## src/hw/rtl/assert_macros.svh

```systemverilog
// ----------------------------------------------------------------------------
// assert_macros.svh
// Concurrent assertion helpers shared by the mixer RTL.
// ----------------------------------------------------------------------------
`ifndef ASSERT_MACROS_SVH
`define ASSERT_MACROS_SVH

`ifndef ASSERT_OFF
`define ASSERT_PROP(label, clk, rst_n, prop, msg) \
  label: assert property (@(posedge clk) disable iff (!rst_n) prop) else $error(msg);
`define ASSERT_NEVER(label, clk, rst_n, expr, msg) \
  label: assert property (@(posedge clk) disable iff (!rst_n) !(expr)) else $error(msg);
`else
`define ASSERT_PROP(label, clk, rst_n, prop, msg)
`define ASSERT_NEVER(label, clk, rst_n, expr, msg)
`endif

`endif

```

## src/hw/rtl/tvdm_pkg.sv

```systemverilog
// ----------------------------------------------------------------------------
// tvdm_pkg
// Types and constants of the two-voice ducking sample mixer.
// ----------------------------------------------------------------------------
`timescale 1ns / 1ps

package tvdm_pkg;

  typedef enum logic [1:0] {
    REQ_MIX   = 2'd0,
    REQ_WRITE = 2'd1,
    REQ_START = 2'd2
  } req_e;

  localparam int IN_DATA_W  = 104;
  localparam int OUT_DATA_W = 40;

  localparam logic [16:0]        MAX_LEN  = 17'h10000;
  localparam logic signed [15:0] SAT_MAX  = 16'sh7FFF;
  localparam logic signed [15:0] SAT_MIN  = 16'sh8000;
  localparam logic signed [4:0]  NO_PRIO  = 5'sh1F;

  // 7/10 as 7 * ceil(2^24 / 10), exact for magnitudes up to 32768
  localparam logic [23:0] SCALE_MUL   = 24'd11744054;
  localparam int          SCALE_SHIFT = 24;
  localparam int          QUO_W       = 15;
  localparam logic [QUO_W-1:0] QUO_MAX = 15'd22937;

  typedef struct packed {
    logic               valid;
    logic               rd0;
    logic               rd1;
    logic               scale;
    logic signed [15:0] game_l;
    logic signed [15:0] game_r;
    logic               eob;
    logic signed [4:0]  active_prio;
  } mix_ctrl_t;

endpackage

```

## src/hw/rtl/tvdm_mix.sv

```systemverilog
// ----------------------------------------------------------------------------
// tvdm_mix
// Voice scaling, summing, saturation and the output register.
// ----------------------------------------------------------------------------
`timescale 1ns / 1ps
`include "assert_macros.svh"

module tvdm_mix import tvdm_pkg::*; (
  input  logic                  clk_i,
  input  logic                  rst_ni,
  input  logic                  en_i,
  input  mix_ctrl_t             ctrl_i,
  input  logic signed [15:0]    smp0_i,
  input  logic signed [15:0]    smp1_i,
  output logic                  out_valid_o,
  output logic [OUT_DATA_W-1:0] out_data_o,
  output logic                  out_last_o
);

  logic signed [15:0] v0, v1;
  logic               neg;
  logic [15:0]        mag;
  logic [39:0]        prod;

  mix_ctrl_t          ctrl_q;
  logic               s3_valid_q;
  logic signed [15:0] v0_q, v1_q;
  logic               neg_q;
  logic [QUO_W-1:0]   quo_q;

  logic signed [16:0] v1s;
  logic signed [17:0] voice;
  logic signed [18:0] sum_l, sum_r;
  logic signed [15:0] sat_l, sat_r;

  logic               out_valid_q;
  logic signed [15:0] out_l_q, out_r_q;
  logic signed [4:0]  out_ap_q;
  logic               out_last_q;

  // magnitude path: truncation toward zero
  assign v0   = ctrl_i.rd0 ? smp0_i : '0;
  assign v1   = ctrl_i.rd1 ? smp1_i : '0;
  assign neg  = v1[15];
  assign mag  = neg ? (~v1 + 16'd1) : v1;
  assign prod = 40'(mag) * 40'(SCALE_MUL);

  always_ff @(posedge clk_i or negedge rst_ni) begin
    if (!rst_ni) begin
      s3_valid_q <= 1'b0;
    end else if (en_i) begin
      s3_valid_q <= ctrl_i.valid;
    end
  end

  always_ff @(posedge clk_i) begin
    if (en_i) begin
      ctrl_q <= ctrl_i;
      v0_q   <= v0;
      v1_q   <= v1;
      neg_q  <= neg;
      quo_q  <= prod[SCALE_SHIFT+QUO_W-1:SCALE_SHIFT];
    end
  end

  always_comb begin
    if (ctrl_q.scale) begin
      v1s = neg_q ? -17'(quo_q) : 17'(quo_q);
    end else begin
      v1s = 17'(v1_q);
    end
    voice = 18'(v0_q) + 18'(v1s);
    sum_l = 19'(ctrl_q.game_l) + 19'(voice);
    sum_r = 19'(ctrl_q.game_r) + 19'(voice);
    if (sum_l > 19'(SAT_MAX)) begin
      sat_l = SAT_MAX;
    end else if (sum_l < 19'(SAT_MIN)) begin
      sat_l = SAT_MIN;
    end else begin
      sat_l = sum_l[15:0];
    end
    if (sum_r > 19'(SAT_MAX)) begin
      sat_r = SAT_MAX;
    end else if (sum_r < 19'(SAT_MIN)) begin
      sat_r = SAT_MIN;
    end else begin
      sat_r = sum_r[15:0];
    end
  end

  always_ff @(posedge clk_i or negedge rst_ni) begin
    if (!rst_ni) begin
      out_valid_q <= 1'b0;
    end else if (en_i) begin
      out_valid_q <= s3_valid_q;
    end
  end

  always_ff @(posedge clk_i) begin
    if (en_i) begin
      out_l_q    <= sat_l;
      out_r_q    <= sat_r;
      out_ap_q   <= ctrl_q.active_prio;
      out_last_q <= ctrl_q.eob;
    end
  end

  assign out_valid_o = out_valid_q;
  assign out_data_o  = {3'b000, out_ap_q, out_r_q, out_l_q};
  assign out_last_o  = out_last_q;

  `ASSERT_PROP(a_quo_range, clk_i, rst_ni, (s3_valid_q && ctrl_q.scale) |-> (quo_q <= QUO_MAX), "scaled voice out of range")
  `ASSERT_PROP(a_out_holds, clk_i, rst_ni, (out_valid_q && !en_i) |=> out_valid_q, "result dropped while stalled")

endmodule

```

## config.mk

```make
export PLATFORM = sky130hd
export DESIGN_NAME = tvdm_mix
export DESIGN_NICKNAME = d
export VERILOG_FILES = /design/src/hw/rtl/tvdm_pkg.sv /design/src/hw/rtl/tvdm_mix.sv
export VERILOG_INCLUDE_DIRS = /design/src /design/src/hw/rtl
export SDC_FILE = /design/constraint.sdc
export NUM_CORES = 1
export LEC_CHECK = 0
export BUFFER_PORTS_ARGS = -buffer_cell sky130_fd_sc_hd__buf_2
export CORE_ASPECT_RATIO = 1.25
export CORE_MARGIN = 4
export CORE_UTILIZATION = 55
export DETAILED_ROUTE_END_ITERATION = 7
export PLACE_DENSITY = 0.75
export SYNTH_ARGS = -nofsm -noshare
export SYNTH_HDL_FRONTEND = slang
export SYNTH_SLANG_ARGS = --single-unit
```

## constraint.sdc

```tcl
create_clock -name clk_i -period 8.99 [get_ports clk_i]
set_input_delay 0.899 -clock clk_i [delete_from_list [all_inputs] [get_ports clk_i]]
set_output_delay 0.899 -clock clk_i [all_outputs]
set_load 0.01 [all_outputs]
```

# == After elaboration in Yosys (flattened, before gate mapping) ==
# Cells that the tools add are included.
# totals
out_inout_bits,42
ff_bits,127
word_cells,32
input_bits,77
# classes
mux,6
magnitude_cmp,4
n_addsub,5
multipliers,1
bitwise,1
# ops
operator,n
$mux W16,4
$add A16 B18 Y19,2
$gt A19 B16 Y1 const B,2
$lt A19 B16 Y1 const B,2
$mul A16 B23 Y38 const B,1
$mux W17,2
$add A16 B17 Y18,1
$neg A15 Y17,1
$add A16 B1 Y16 const B,1
$not A16 Y16,1

# == Depth between registers and ports, before layout ==
# depth
ltp_word,7
depth_mapped,33
ltp_nobuf,31

# == Least setup slack after synthesis ==
# No wires, ideal clock.
# synth_timing
kind,input to register
start,in ctrl_i[39] (netlist name)
end,reg quo_q[14] (data pin)
setup_time_ps,266
stages,30
n_path_buf,2
setup_slack_ps,1234
t_arrival_ps,7489
path_cell_list,clkbuf_1 clkbuf_1 and2_1 inv_1 ha_1 nor2b_1 nand3_1 or2_2 o21ai_0 xor2_1 nand2b_1 inv_1 ha_1 ha_1 or2_2 fa_1 fa_1 inv_1 fa_1 fa_1 inv_1 ha_1 a21oi_1 o21ai_0 a211oi_1 a21oi_1 a31oi_1 o2111ai_1 a211oi_1 a211oi_2
# synth_via
elab_chain_cells,5
# synth_rtl
element,line,source
"start, declared",tvdm_mix.sv:12,"input mix_ctrl_t ctrl_i,"
$mux W16 *,tvdm_mix.sv:43,assign v1 = ctrl_i.rd1 ? smp1_i : '0;
named net v1[1],tvdm_mix.sv:20,"logic signed [15:0] v0, v1;"
$not A16 Y16,tvdm_mix.sv:45,assign mag = neg ? (~v1 + 16'd1) : v1;
$add A16 B1 Y16,tvdm_mix.sv:45,
$mux W16 *,tvdm_mix.sv:45,
$mul A16 B23 Y38 *,tvdm_mix.sv:46,assign prod = 40'(mag) * 40'(SCALE_MUL);
named net prod[38],tvdm_mix.sv:23,logic [39:0] prod;
"end signal, assigned",tvdm_mix.sv:62,quo_q <= prod[SCALE_SHIFT+QUO_W-1:SCALE_SHIFT];
"end, declared",tvdm_mix.sv:29,logic [QUO_W-1:0] quo_q;
# Mark *: on every way through the listed nets, which the timed path passes. The rest lies on a longest branch.
# A chain may end at the register's enable or synchronous reset.

# == Final worst setup path ==
# layout_timing
start,in smp1_i[3]
end,reg quo_q[14] (data pin)
# layout_via
elab_chain_cells,5
# layout_rtl
element,line,source
"start, declared",tvdm_mix.sv:14,"input logic signed [15:0] smp1_i,"
$mux W16 *,tvdm_mix.sv:43,
$not A16 Y16,tvdm_mix.sv:45,
$add A16 B1 Y16,tvdm_mix.sv:45,
$mux W16 *,tvdm_mix.sv:45,
$mul A16 B23 Y38 *,tvdm_mix.sv:46,
named net prod[38],tvdm_mix.sv:23,
# Marks and branches as above.

==> results.sh <==
export IMPL_clk_latency_ns=0.43
export IMPL_clk_path_buf_depth=2
export IMPL_ys_warn_count=0
export IMPL_ant_nets=0
export IMPL_die_h_um=179
export IMPL_arrival_ns=8.34
export IMPL_netlist_area_mm2=0.0129
export IMPL_ir_drop_v=0.000223
export IMPL_clock_skew_ns=0.0102
export IMPL_synth_edf_count=124
export IMPL_drt_initial_drc_count=378
export IMPL_synthArstFlopShare_pct=1.59
export IMPL_portBuffers=115
export IMPL_synth_distinct_cells=77
export IMPL_cp_slowest_cell="fa_1"
export IMPL_path_buf_inv=4
export IMPL_drt_vias_per_instance=5.60
export IMPL_numCtsBuffers=17
export IMPL_drive_above_1_share_pct=13.5
export IMPL_dr_total_vias=9191
export IMPL_wl_per_cell_um=17.9
export IMPL_antenna_diode_count=0
export IMPL_fin_crit_ns=8.18
export IMPL_drc=0
export IMPL_tritoncts="built"
export IMPL_cts_resized=0
export IMPL_grt_pass1_wl_mm=47.5
export IMPL_ys_ff_latch=126
export IMPL_row_count=62
export IMPL_h_tree_depth=4
export IMPL_io_pins=119
export IMPL_rsz0062_at_grt="false"
export IMPL_endpoint_kind="register"
export IMPL_r2r_start="quo_q[2]$_DFFE_PP_"
export IMPL_relSlewSlack_pct=38.5
export IMPL_initial_core_util_pct=55.9
export IMPL_setup_violations=0
export IMPL_synthFlopType="edfxtp_1"
export IMPL_wirelength_mm=29.4
export IMPL_first_global_vias=9690
export IMPL_setup_tns_ns=0
export IMPL_core_area_mm2=0.0230
export IMPL_fp_dieW_um=145
export IMPL_layout_cells_most_common="inv_1"
export IMPL_synthCells=1221
export IMPL_met1_usage_pct=25.2
export IMPL_cts_sinks=126
export IMPL_crit_fanout=4
export IMPL_path_delay_family="adder cells"
export IMPL_syn2layout_area_growth_pct=11.7
export IMPL_worstHoldPathType="in -> async"
export IMPL_finalCritPeriodShare_pct=91.0
export IMPL_overflow=0
export IMPL_first_pass_iters=5
export IMPL_p_per_area_mw_per_mm2=373
export IMPL_slew_violations=0
export IMPL_crit_start="smp1_i[3]"
export IMPL_crit_required_ns=9.15
export IMPL_routabilityCongestion=1.00
export IMPL_postCtsSetupRepairBufs=0
export IMPL_grtUsageMet3_pct=2.43
export IMPL_yosysSeqAreaShare_pct=29.3
export IMPL_finalHoldViolCount=0
export IMPL_timing_hold_ws_ns=0.251
export IMPL_grt_usage_pct=23.2
export IMPL_grt_max_degree=65
export IMPL_design_die_area_mm2=0.0260
export IMPL_clk_pin_slew_ns=0.06
export IMPL_cp_common_cell="fa_1"
export IMPL_gr_max_usage_layer="met2"
export IMPL_final_cell_mix="219 x inv_1, 191 x ha_1, 124 x edfxtp_1"
export IMPL_drv_cap=0
export IMPL_startpoint_type="primary input"
export IMPL_place_hpwl_mm=24.5
export IMPL_leakage_nw=6.88
export IMPL_cts_hold_fix_buffers=0
export IMPL_antenna_found_initial=0
export IMPL_worstSetupPathType="in -> reg"
export IMPL_syn_area_per_cell_um2=10.6
export IMPL_worst_slew_pin_slew_ns=0.910
export IMPL_use_met2_pct=43.8
export IMPL_cts_root_buf="clkbuf_16"
export IMPL_num_nets_final=1717
export IMPL_fmax_mhz=122
export IMPL_max_stage_delay_ns=0.62
export IMPL_status="completed"
-- metrics by stage --
step | utilization, % | total power [mW] | worst slack (ns) | instances | cell area, um^2
3_5_place_dp | 59.8 | 4.63 | 0.405 | 1610 | 13800
6_report | 62.5 | 5.37 | 0.806 | 1641 | 14400
5_1_grt | 62.5 | 5.91 | 0.507 | 1641 | 14400
2_1_floorplan | - | 3.72 | 1.23 | 1223 | 12900
3_3_place_gp | 59.8 | 4.53 | 0.590 | 1610 | 13800
4_1_cts | 62.5 | 5.40 | 0.826 | 1641 | 14400
-- cell type report --
class	instances	area, um^2
inverter	219	822
sequential	126	3770
clock buffer	17	425
fill	1870	8640
tap	288	360
clock inverter	14	194
timing repair buffer	121	623
multi-input combinational	856	8200
-- per-layer routing --
layer	share of wire, %	wire [um]
met2	52	15300
met5	0	0
met1	38	11000
met3	4.1	1190
met4	6.3	1860
-- logic make-up after synthesis --
group                    after synthesis  synth area share [%]
other                                  1                0.0291
flip-flops                           126                  29.3
AO/OA/AOI/OAI                        244                  12.7
adder cells (fa/ha/maj)              299                  35.3
multiplexers                          10                 0.883
AND/OR/NAND/NOR                      215                  8.79
XOR/XNOR                              85                  5.78
buffers and inverters                241                  7.18
-- flip-flops by register name, summed over array words and instances, names as in the netlist, 5 cells and up --
register and count:
v1_q 16, quo_q 15, ctrl_q 39, out_ap_q 5
out_r_q 16, out_l_q 16, v0_q 16
-- worst reg2reg max path, stage by stage (launching register included) --
cell and delay [ns]:
edfxtp_1 0.45, or3_1 0.42, nor3_1 0.23, nand3_1 0.17
o21ai_0 0.35, nand2_1 0.12, xor2_1 0.15, mux2_2 0.26
ha_1 0.32, a21oi_1 0.28, o21ai_1 0.17, a41o_1 0.27
o21a_1 0.18, nor2b_1 0.34, ha_1 0.40, and2_1 0.22
a221oi_1 0.41, o21ai_0 0.22, a311o_1 0.35, o211a_1 0.17
o311a_1 0.16, a21oi_2 0.50, o21a_1 0.22
-- worst paths after layout --
check                                            end  slack [ns]  depth (start not counted)
max reg2reg                out_l_q[13]$_SDFFCE_PN1P_        2.50                         22
max                              quo_q[14]$_DFFE_PP_        0.81                         27
min                          out_valid_o$_DFFE_PN0P_        0.25                          1
min in group clk_i              out_last_o$_DFFE_PP_        0.42                          0
min reg2reg                     out_last_o$_DFFE_PP_        0.42                          0
max in group asynchronous     s3_valid_q$_DFFE_PN0P_        8.65                          1
-- synthesized netlist by cell type, drive strengths merged, types with 23 or more instances --
cell type,number,share of area (%)
nor2,36,1.0
xnor2,46,3.1
a21o,33,1.9
and2,42,2.0
o21a,23,1.3
edfxtp,124,29
nand2,54,1.6
ha,191,19
xor2,39,2.6
a21oi,57,2.2
inv,219,6.4
o21ai,60,2.4
fa,108,17
-- where the power goes --
group / total [mW] / internal, mW / switching, mW
logic: 3.69 / 1.54 / 2.15
registers: 0.956 / 0.899 / 0.0572
clock network: 0.727 / 0.462 / 0.265
Power figures use the tool's default switching activity.
